### src/hdl/rce_pkg.sv
// ----------------------------------------------------------------------------
// Rotary encoder package
// Shared types, constants and the quadrature step table for the rotary
// encoder with click detection.
// ----------------------------------------------------------------------------
package rce_pkg;

   // Width of the internal time arithmetic; differences wrap at this width.
   localparam int TIME_BITS = 32;

   localparam int CSR_INDEX_BITS = 8;
   localparam int CSR_DATA_BITS  = 16;

   // Register indexes of the configuration port.
   localparam logic [CSR_INDEX_BITS-1:0] CSR_FAST_WINDOW = 8'd0;
   localparam logic [CSR_INDEX_BITS-1:0] CSR_FAST_MULT   = 8'd1;
   localparam logic [CSR_INDEX_BITS-1:0] CSR_SHORT_LIMIT = 8'd2;
   localparam logic [CSR_INDEX_BITS-1:0] CSR_LONG_LIMIT  = 8'd3;

   // Reset values of the configuration registers.
   localparam logic [15:0] FAST_WINDOW_RESET = 16'd80;
   localparam logic [3:0]  FAST_MULT_RESET   = 4'd5;
   localparam logic [15:0] SHORT_LIMIT_RESET = 16'd1200;
   localparam logic [15:0] LONG_LIMIT_RESET  = 16'd2000;

   typedef logic [TIME_BITS-1:0] time_type;

   typedef struct packed {
      logic        phase_a;
      logic        phase_b;
      logic        switch_level;
      logic [31:0] now_ms;
      logic        take_delta;
      logic        take_short;
      logic        take_long;
   } req_type;

   typedef struct packed {
      logic signed [7:0] delta;
      logic              short_click;
      logic              long_click;
   } rsp_type;

   typedef struct packed {
      logic [15:0] fast_window_ms;
      logic [3:0]  fast_multiplier;
      logic [15:0] short_limit_ms;
      logic [15:0] long_limit_ms;
   } cfg_type;

   // Quadrature step, indexed by old phase times four plus new phase.
   localparam logic signed [1:0] QUAD_STEPS [16] = '{
       2'sd0, -2'sd1,  2'sd1,  2'sd0,
       2'sd1,  2'sd0,  2'sd0, -2'sd1,
      -2'sd1,  2'sd0,  2'sd0,  2'sd1,
       2'sd0,  2'sd1, -2'sd1,  2'sd0
   };

endpackage

### src/hdl/rce_rotation.sv
// ----------------------------------------------------------------------------
// Rotary encoder rotation tracker
// Decodes quadrature steps, applies acceleration and keeps the saturating
// rotation delta.
// ----------------------------------------------------------------------------
module rce_rotation (
   input  logic                   clock,
   input  logic                   reset,
   input  logic                   fire,
   input  logic [1:0]             phase,
   input  rce_pkg::time_type      now,
   input  logic                   take_delta,
   input  rce_pkg::cfg_type       cfg,
   output logic signed [7:0]      delta
);
   import rce_pkg::*;

   logic              primed_ff, primed_in;
   logic [1:0]        old_phase_ff, old_phase_in;
   logic signed [7:0] delta_ff, delta_in;
   time_type          last_ff, last_in;

   logic signed [1:0] step;
   logic              fast;
   logic signed [4:0] step_val;
   logic signed [9:0] sum;
   logic signed [7:0] delta_upd;
   time_type          elapsed;

   always_comb begin
      step      = QUAD_STEPS[{old_phase_ff, phase}];
      elapsed   = now - last_ff;
      fast      = elapsed < TIME_BITS'(cfg.fast_window_ms);
      // The decoded step is -1, 0 or +1 and is only used when nonzero, so the product is a selection.
      if (fast) begin
         step_val = (step < 0) ? -$signed({1'b0, cfg.fast_multiplier})
                               :  $signed({1'b0, cfg.fast_multiplier});
      end else begin
         step_val = 5'(step);
      end
      sum = 10'(delta_ff) + 10'(step_val);
      if (sum > 10'sd127) begin
         delta_upd = 8'sd127;
      end else if (sum < -10'sd128) begin
         delta_upd = -8'sd128;
      end else begin
         delta_upd = sum[7:0];
      end

      primed_in    = primed_ff;
      old_phase_in = old_phase_ff;
      last_in      = last_ff;
      delta        = delta_ff;
      if (!primed_ff) begin
         primed_in    = 1'b1;
         old_phase_in = phase;
      end else if (phase != old_phase_ff) begin
         old_phase_in = phase;
         if (step != 2'sd0) begin
            delta   = delta_upd;
            last_in = now;
         end
      end
      delta_in = take_delta ? 8'sd0 : delta;
   end

   always_ff @(posedge clock) begin
      if (reset) begin
         primed_ff    <= 1'b0;
         old_phase_ff <= 2'b00;
         delta_ff     <= 8'sd0;
         last_ff      <= '0;
      end else if (fire) begin
         primed_ff    <= primed_in;
         old_phase_ff <= old_phase_in;
         delta_ff     <= delta_in;
         last_ff      <= last_in;
      end
   end

endmodule

### src/hdl/rce_button.sv
// ----------------------------------------------------------------------------
// Rotary encoder button tracker
// Times presses of the push switch and raises the short and long click flags.
// ----------------------------------------------------------------------------
module rce_button (
   input  logic              clock,
   input  logic              reset,
   input  logic              fire,
   input  logic              pressed,
   input  rce_pkg::time_type now,
   input  logic              take_short,
   input  logic              take_long,
   input  rce_pkg::cfg_type  cfg,
   output logic              short_click,
   output logic              long_click
);
   import rce_pkg::*;

   logic     held_ff, held_in;
   time_type press_ff, press_in;
   logic     short_ff, short_in;
   logic     long_ff, long_in;
   logic     held_mid;
   time_type held_time;

   always_comb begin
      held_mid    = held_ff;
      press_in    = press_ff;
      short_click = short_ff;
      long_click  = long_ff;
      if (pressed && !held_ff) begin
         held_mid = 1'b1;
         press_in = now;
      end
      if (!pressed && held_ff) begin
         held_mid = 1'b0;
         if ((now - press_ff) < TIME_BITS'(cfg.short_limit_ms)) begin
            short_click = 1'b1;
         end
      end
      held_time = now - press_in;
      held_in   = held_mid;
      // A long hold reports once and re-arms, so a held switch starts anew.
      if (held_mid && held_time > TIME_BITS'(cfg.long_limit_ms)) begin
         long_click = 1'b1;
         held_in    = 1'b0;
      end
      short_in = take_short ? 1'b0 : short_click;
      long_in  = take_long ? 1'b0 : long_click;
   end

   always_ff @(posedge clock) begin
      if (reset) begin
         held_ff  <= 1'b0;
         press_ff <= '0;
         short_ff <= 1'b0;
         long_ff  <= 1'b0;
      end else if (fire) begin
         held_ff  <= held_in;
         press_ff <= press_in;
         short_ff <= short_in;
         long_ff  <= long_in;
      end
   end

endmodule

### src/hdl/rotary_encoder_with_click_detect.sv
// ----------------------------------------------------------------------------
// Rotary encoder with click detect
// Quadrature decoder with step acceleration and push-button short and long
// click detection, one result beat for every sample beat.
// ----------------------------------------------------------------------------
//
//   Channel  Ports                            Direction  Beat carries
//   req      req_valid/req_ready/req_data     in         one pin sample
//   rsp      rsp_valid/rsp_ready/rsp_data     out        delta and click flags
//   csr      csr_valid/csr_ready/csr_index/   in         one register write
//            csr_data
//
// A sample beat is captured in the input register and processed in one pass of
// table lookup, subtractions, compares and one add; its result beat is captured in
// the result register and offered on rsp, and a new sample beat can be taken every cycle while rsp is not stalled.
// A stalled result beat holds the sample behind it in the input register, and
// req_ready stays low until the result beat is taken.
// Synchronous reset clears the valid flags and tracker state and restores register defaults; csr is always ready.
//
module rotary_encoder_with_click_detect (
   input  logic                              clock,
   input  logic                              reset,
   input  logic                              req_valid,
   output logic                              req_ready,
   input  rce_pkg::req_type                  req_data,
   output logic                              rsp_valid,
   input  logic                              rsp_ready,
   output rce_pkg::rsp_type                  rsp_data,
   input  logic                              csr_valid,
   output logic                              csr_ready,
   input  logic [rce_pkg::CSR_INDEX_BITS-1:0] csr_index,
   input  logic [rce_pkg::CSR_DATA_BITS-1:0]  csr_data
);
   import rce_pkg::*;

   cfg_type cfg_ff;

   logic    in_valid_ff;
   req_type in_ff;
   logic    rsp_valid_ff;
   rsp_type rsp_ff, rsp_in;

   logic     advance;
   time_type now;

   // The sample in the input register is processed when the result register
   // is empty or its beat is being taken in this cycle.
   assign advance   = in_valid_ff && (!rsp_valid_ff || rsp_ready);
   assign req_ready = !in_valid_ff || advance;
   assign csr_ready = 1'b1;
   assign rsp_valid = rsp_valid_ff;
   assign rsp_data  = rsp_ff;
   assign now       = TIME_BITS'(in_ff.now_ms);

   // Configuration registers. Writes beyond the last index are dropped.
   always_ff @(posedge clock) begin
      if (reset) begin
         cfg_ff.fast_window_ms  <= FAST_WINDOW_RESET;
         cfg_ff.fast_multiplier <= FAST_MULT_RESET;
         cfg_ff.short_limit_ms  <= SHORT_LIMIT_RESET;
         cfg_ff.long_limit_ms   <= LONG_LIMIT_RESET;
      end else if (csr_valid) begin
         case (csr_index)
            CSR_FAST_WINDOW: cfg_ff.fast_window_ms  <= csr_data;
            CSR_FAST_MULT:   cfg_ff.fast_multiplier <= csr_data[3:0];
            CSR_SHORT_LIMIT: cfg_ff.short_limit_ms  <= csr_data;
            CSR_LONG_LIMIT:  cfg_ff.long_limit_ms   <= csr_data;
            default: begin
            end
         endcase
      end
   end

   // Input register.
   always_ff @(posedge clock) begin
      if (reset) begin
         in_valid_ff <= 1'b0;
      end else if (req_ready) begin
         in_valid_ff <= req_valid;
      end
   end

   always_ff @(posedge clock) begin
      if (req_valid && req_ready) begin
         in_ff <= req_data;
      end
   end

   rce_rotation u_rotation (
      .clock      (clock),
      .reset      (reset),
      .fire       (advance),
      .phase      ({in_ff.phase_a, in_ff.phase_b}),
      .now        (now),
      .take_delta (in_ff.take_delta),
      .cfg        (cfg_ff),
      .delta      (rsp_in.delta)
   );

   rce_button u_button (
      .clock       (clock),
      .reset       (reset),
      .fire        (advance),
      .pressed     (!in_ff.switch_level),
      .now         (now),
      .take_short  (in_ff.take_short),
      .take_long   (in_ff.take_long),
      .cfg         (cfg_ff),
      .short_click (rsp_in.short_click),
      .long_click  (rsp_in.long_click)
   );

   // Result register.
   always_ff @(posedge clock) begin
      if (reset) begin
         rsp_valid_ff <= 1'b0;
      end else if (advance) begin
         rsp_valid_ff <= 1'b1;
      end else if (rsp_ready) begin
         rsp_valid_ff <= 1'b0;
      end
   end

   always_ff @(posedge clock) begin
      if (advance) begin
         rsp_ff <= rsp_in;
      end
   end

`ifndef NO_ASSERTIONS
   // A processed sample always shows up as a result beat in the next cycle.
   a_advance_fills_rsp: assert property (@(posedge clock) disable iff (reset)
      advance |=> rsp_valid_ff)
      else $error("processed sample did not reach the result register");

   // A held sample is never overwritten by a new beat.
   a_no_overwrite: assert property (@(posedge clock) disable iff (reset)
      (in_valid_ff && !advance) |-> !req_ready)
      else $error("input register accepts while holding a stalled sample");

   // A pending result is only replaced once its beat has been taken.
   a_rsp_not_lost: assert property (@(posedge clock) disable iff (reset)
      (advance && rsp_valid_ff) |-> rsp_ready)
      else $error("result register overwritten before its beat was taken");
`endif

endmodule

### config.mk
export PLATFORM = sky130hd
export DESIGN_NAME = rotary_encoder_with_click_detect
export DESIGN_NICKNAME = d
export VERILOG_FILES = /design/src/hdl/rce_pkg.sv /design/src/hdl/rce_rotation.sv /design/src/hdl/rce_button.sv /design/src/hdl/rotary_encoder_with_click_detect.sv
export SDC_FILE = /design/constraint.sdc
export NUM_CORES = 1
export LEC_CHECK = 0
export BUFFER_PORTS_ARGS = -buffer_cell sky130_fd_sc_hd__buf_4
export CORE_MARGIN = 2
export CORE_UTILIZATION = 40
export DETAILED_ROUTE_END_ITERATION = 16
export PLACE_DENSITY_LB_ADDON = 0.12
export SETUP_SLACK_MARGIN = 0.3
export SKIP_LAST_GASP = 1
export SLEW_MARGIN = 25
export SYNTH_ARGS = -nofsm -noshare
export SYNTH_HDL_FRONTEND = slang
export SYNTH_SLANG_ARGS = --single-unit
### constraint.sdc
create_clock -name clock -period 14.9 [get_ports clock]
set_input_delay 0.745 -clock clock [delete_from_list [all_inputs] [get_ports clock]]
set_output_delay 0.745 -clock clock [all_outputs]
set_load 0.1 [all_outputs]
-- Word-level counts from Yosys, hierarchy flattened
Memories as Yosys holds them, arrays and structs flattened.
Cells that the tools add are included.
- bits in registers: 180
- latch bits: 0
- RAM bits: 0
- ROM bits: 32
- output and inout port bits: 13
- memories kept: 1
- memories (memory ; depth ; bits a word ; rd ports ; clocked after memory_dff ; write ports ; RTL line ; source):
    (name not given) ; 16 ; 2 ; 1 ; 0 ; 0 ; rce_rotation.sv:31 ; step = QUAD_STEPS[{old_phase_ff, phase}];
- add/sub/neg operators: 5
- multipliers: 0
- div/mod/pow operators: 0
- order comparisons: 7
- equality and inequality tests: 5
- shift operators: 0
- muxes and demuxes: 23
- bitwise operators: 1
- reductions and logical operators: 20
- operators with widths (cell ; count):
    subtractor 32 bit ; 3
    < comparator 32 x 16 -> 1 bit ; 2
    two-way mux 8 bit ; 6
    greater-than comparator 32 x 16 -> 1 bit ; 1
    two-way mux 32 bit ; 1
    equality test 8 x 2 -> 1 bit (second input constant) ; 2
    greater-than comparator 10 x 8 -> 1 bit (second input constant) ; 1
    < comparator 10 x 8 -> 1 bit (second input constant) ; 1
    two-way mux 1 bit ; 10
    two-way mux 5 bit ; 2
    AND reduction 2 bit ; 5
    adder 8 x 5 -> 9 bit ; 1
    equality test 8 x 1 -> 1 bit (second input constant) ; 1
    zero test 8 bit ; 1
    two-way mux 2 bit ; 4
    greater-or-equal comparator 5 bit (second input constant) ; 1
    logical AND 1 bit ; 5
    negation 4 -> 5 bit ; 1
    inverter 4 -> 5 bit ; 1
    zero test 1 bit ; 4
    AND reduction 4 bit ; 1
    nonzero test 2 bit ; 2
    logical OR 1 bit ; 2
    < comparator 2 x 1 -> 1 bit (second input constant) ; 1
    2 further kinds ; 2

-- Logic depth before layout (Yosys ltp)
- depth in word-level cells: 15
- depth in mapped cells: 32
- gate-level depth less buffers: 32

-- Hierarchy
From an unflattened synthesis, not the netlist that was laid out.
- cell total of the unflattened synthesis: 1852
- area, all modules: 14699.1 um^2
- by module, submodules not included (module ; times used ; cells each ; area an instance (um^2)):
    rce_button ; 1 ; 930 ; 6326.1
    rce_rotation ; 1 ; 662 ; 4682.0
    rotary_encoder_with_click_detect ; 1 ; 260 ; 3691.0

-- Worst setup path before layout
OpenSTA, ideal clock, no wires.
- path type: flip-flop to flip-flop
- start point: reg in_ff (netlist bit now[8])
- end point: reg rsp_ff (netlist bit rsp_data[3]), data pin
- arrival: 6.124 ns
- setup slack: 8.516 ns
- cell stages (with the launch flop): 29
- buffers on the path: 0
- cell sequence: edfxtp_1 -> ha_1 -> a211o_1 -> a2111o_1 -> o211ai_1 -> o31a_1 -> xnor2_1 -> ha_1 -> a211oi_1 -> nor2_1 -> a2111o_1 -> a41oi_1 -> nand4bb_1 -> nor4_1 -> nand4_1 -> nor4_4 -> mux2_1 -> ha_1 -> inv_1 -> fa_1 -> nor2b_1 -> o21ai_0 -> a21oi_1 -> o21a_1 -> o21ai_0 -> a31oi_1 -> nor2_1 -> a21oi_1 -> mux2_2
- RTL lines (element ; RTL line ; source):
    start: declaration ; rotary_encoder_with_click_detect.sv:39 ; req_type in_ff;
    start signal: assignment ; rotary_encoder_with_click_detect.sv:85 ; in_ff <= req_data;
    end signal: assignment ; rotary_encoder_with_click_detect.sv:126 ; rsp_ff <= rsp_in;
    end: declaration ; rotary_encoder_with_click_detect.sv:41 ; rsp_type rsp_ff, rsp_in;

==> reports/metrics.yaml <==
status: "finished, final reports clean"
track_usage_pct: 22.8
synth_xor_area_share_pct: 4.30
synthDistinctLibCells: 87
worstSetupEndpointType: "flip-flop"
cts_tree: "done"
initial_core_util_pct: 40.4
cts_setup_buffers: 0
rows: 68
cp.required_ns: 15.10
synth_top_family_by_area: "compound AO/OA/AOI/OAI gates"
antenna_found_initial: 0
regToRegEndpoint: "rsp_data[4]"
diodes: 0
place.gp.congestion: 0.882
seqPwrFrac_pct: 38.6
setup_ws_ns: 7.67
yosysWarnings: 0
dieArea_um2: 36100
p_int_uw: 918
hold_buffers: 0
ir_worst_vdd_mv: 0.0924
synthMuxAreaShare_pct: 5.00
ant_nets: 0
worstSkewPairLatency_ns: 0.46
worst-path-buf-inv: 1
synth-main-ff-cell: "dfxtp_1"
vias: 12437
ys_ff_latch: 180
p_sw_uw: 464
hpwl_um: 31600
critPathMaxFanout: 9
yosysSeqAreaShare_pct: 29.5
synth.avg_cell_area_um2: 7.90
async_flop_share_pct: 0
wirelength_um: 40600
hold_viol_final: 0
drive_gt1_share_pct: 8.72
cp-startpoint: "now[1]"
via_per_inst: 5.52
fin_skew_ns: 0.0105
coreArea_um2: 34300
place_ws_ns: 7.73
cp.arrival_ns: 7.43
rr_worst_depth: 28
die_h_um: 190
ctsResizeCount: 0
syn_to_final_growth_pct: 11.3
detail_route.first_pass.iterations: 5
routed-wl-met2_um: 17800
synth_nets: 1977
timing.fmax_mhz: 138
critPathKind: "flip-flop to flip-flop"
root_buffer: "clkbuf_16"
swShare_pct: 33.6
dr_wl_met3_um: 1540
pin_count: 80
dieWidth_um: 190
synth_edf_count: 48
hold_path_class: "flip-flop to flip-flop"
synth-compound-area-share_pct: 21.9
synth_cells: 1754
power_leakage_uw: 0.00587
grt_pass1_wl_um: 65000
cap_violations: 0
tightest_slew_ns: 0.935
path_depth: 28
cts_buffers: 17
highest_layer: "met4"
fin_crit_ns: 7.23
p_per_area_nw_per_um2: 89.6
crit_path_top_delay_cell: "edfxtp_1"
wl_per_cell_um: 18.0
synth-adder-area-share_pct: 14.3
globalRouteOverflowTotal: 0
rsz0062_at_grt: "no"
portBuffers: 78
drcViolationCount: 0
critPathMostFrequentCell: "ha_1"
startpoint_type: "flip-flop"
r2r_start: "now[1]"
cp_top_family: "compound AO/OA/AOI/OAI gates"
grt_max_degree: 75
rrSetupSlack_ns: 7.67
cp_slowest_stage_delay_ns: 0.57
h-tree-depth: 4
drt-initial-drc-count: 694
dp_cells: 2223
clk_pin_slew_worst_paths_ns: 0.07
drv_slew: 0
synthSimpleGateAreaFrac_pct: 18.9
nNetsFinal: 2010
syn_area_um2: 13900
endpoint: "rsp_data[4]"
clkSinkCount: 180
fin_cells: 2255
pwr-share-comb_pct: 27.5
timing.hold.ws_ns: 0.450
clock_path_buffers: 2
clockPowerShare_pct: 33.9
fin_crit_sh_pct: 48.5
setup_violations: 0
grt_pass1_vias: 11851
slew_headroom_pct: 37.6
wl_met1_um: 20700
fillers: 3484
final.setup.tns_ns: 0
-- registers in the layout (all words and copies together) (netlist names) --
| signal | flops |
|---|---|
| u_rotation.old_phase_ff | 2 |
| cfg_ff | 52 |
| u_button.long_ff | 1 |
| u_button.press_ff | 32 |
| in_valid_ff | 1 |
| u_button.short_ff | 1 |
| in_ff | 6 |
| u_button.held_ff | 1 |
| u_rotation.delta_ff | 8 |
| rsp_data | 10 |
| u_rotation.primed_ff | 1 |
| now | 32 |
| rsp_valid | 1 |
| u_rotation.last_ff | 32 |
-- logic make-up (layout without fill, tap and decap cells) --
logic type                 after synthesis  in the layout
and+or+nand+nor                        578            578
AOI/OAI and AO/OA                      481            481
buffers and inverters                  223            269
DFF                                    180            180
adders and majority gates              156            156
xor gates and xnor gates                68             68
muxes                                   67             67
other                                    1              1
-- how the worst min path moves through the flow --
stage / startpoint / to / slack (ns) / depth (start not counted)
2_1_floorplan: u_button.long_ff / u_button.long_ff / 0.42 / 2
3_5_place_dp: u_button.long_ff / u_button.long_ff / 0.44 / 2
5_1_grt: req_data[6] / now[3] / 0.44 / 1
6_report: u_button.long_ff / u_button.long_ff / 0.45 / 2
3_3_place_gp: u_button.short_ff / u_button.short_ff / 0.43 / 2
4_1_cts: req_data[6] / now[3] / 0.44 / 1
-- cell usage after synthesis, types with 26 or more instances --
| library cell | instances | area [um^2] |
|---|---|---|
| nor3_1 | 26 | 130 |
| nand4_1 | 28 | 175 |
| o21ai_0 | 67 | 335 |
| edfxtp_1 | 48 | 1440 |
| a21oi_1 | 195 | 976 |
| inv_1 | 149 | 559 |
| dfxtp_1 | 132 | 2640 |
| xnor2_1 | 41 | 359 |
| mux2i_1 | 58 | 581 |
| nor2_1 | 113 | 424 |
| clkbuf_1 | 66 | 248 |
| nand3_1 | 30 | 150 |
| nand2_1 | 290 | 1090 |
| ha_1 | 152 | 1900 |
| xor2_1 | 27 | 236 |
-- area by class of cell --
cell class,instances,area [um^2],area share [%]
clock buffer,20,479,3.11
clock inverter,12,119,0.771
inverter,150,563,3.65
multi-input combinational,1351,8950,58.1
sequential,180,4080,26.5
tap,455,569,3.69
timing repair buffer,87,653,4.24
-- routing by layer --
metal,GRT usage [%],vias to the layer above
met1,33.1,5833
met2,35.5,264
li1,-,6300
met5,0,-
met3,3.50,40
met4,5.69,0
-- through the flow --
step	power [uW]	util (%)	cell area, um^2
5_1_grt	1460	45.0	15400
3_3_place_gp	919	43.2	14800
2_1_floorplan	814	-	13900
4_1_cts	1390	45.0	15400
6_report	1380	45.0	15400
3_5_place_dp	921	43.2	14800
-- placed cells by master, fill, tap and decap left out, drive strengths merged, types with 10 or more instances in the layout --
cell type / n
nand2: 290
a21oi: 197
ha: 152
inv: 152
dfxtp: 132
nor2: 113
buf: 87
o21ai: 77
mux2i: 58
edfxtp: 48
xnor2: 41
nand3: 30
nand4: 28
xor2: 27
nor3: 26
o211ai: 25
a21o: 25
clkbuf: 20
a31oi: 19
nand2b: 17
o21a: 15
nor2b: 14
a211oi: 14
o21bai: 13
and3: 11
nor4: 11
a22oi: 10
o31ai: 10
-- worst register-to-register path, delay by kind of cell (launching register included) --
kind / cells / cell delay [ns]
compound gates: 12 / 2.67
simple gates: 8 / 1.83
fa+ha+maj: 4 / 1.04
mux: 2 / 0.68
flops: 1 / 0.57
xor+xnor: 1 / 0.15
buf+inv: 1 / 0.07
-- power by group through the flow --
stage | combinational (uW) | sequential (uW) | clock, uW
2_1_floorplan | 266 | 548 | 0
3_3_place_gp | 375 | 544 | 0
3_5_place_dp | 376 | 545 | 0
4_1_cts | 379 | 533 | 479
5_1_grt | 424 | 535 | 498
6_report | 380 | 533 | 468
Power figures use the tool's default switching activity.
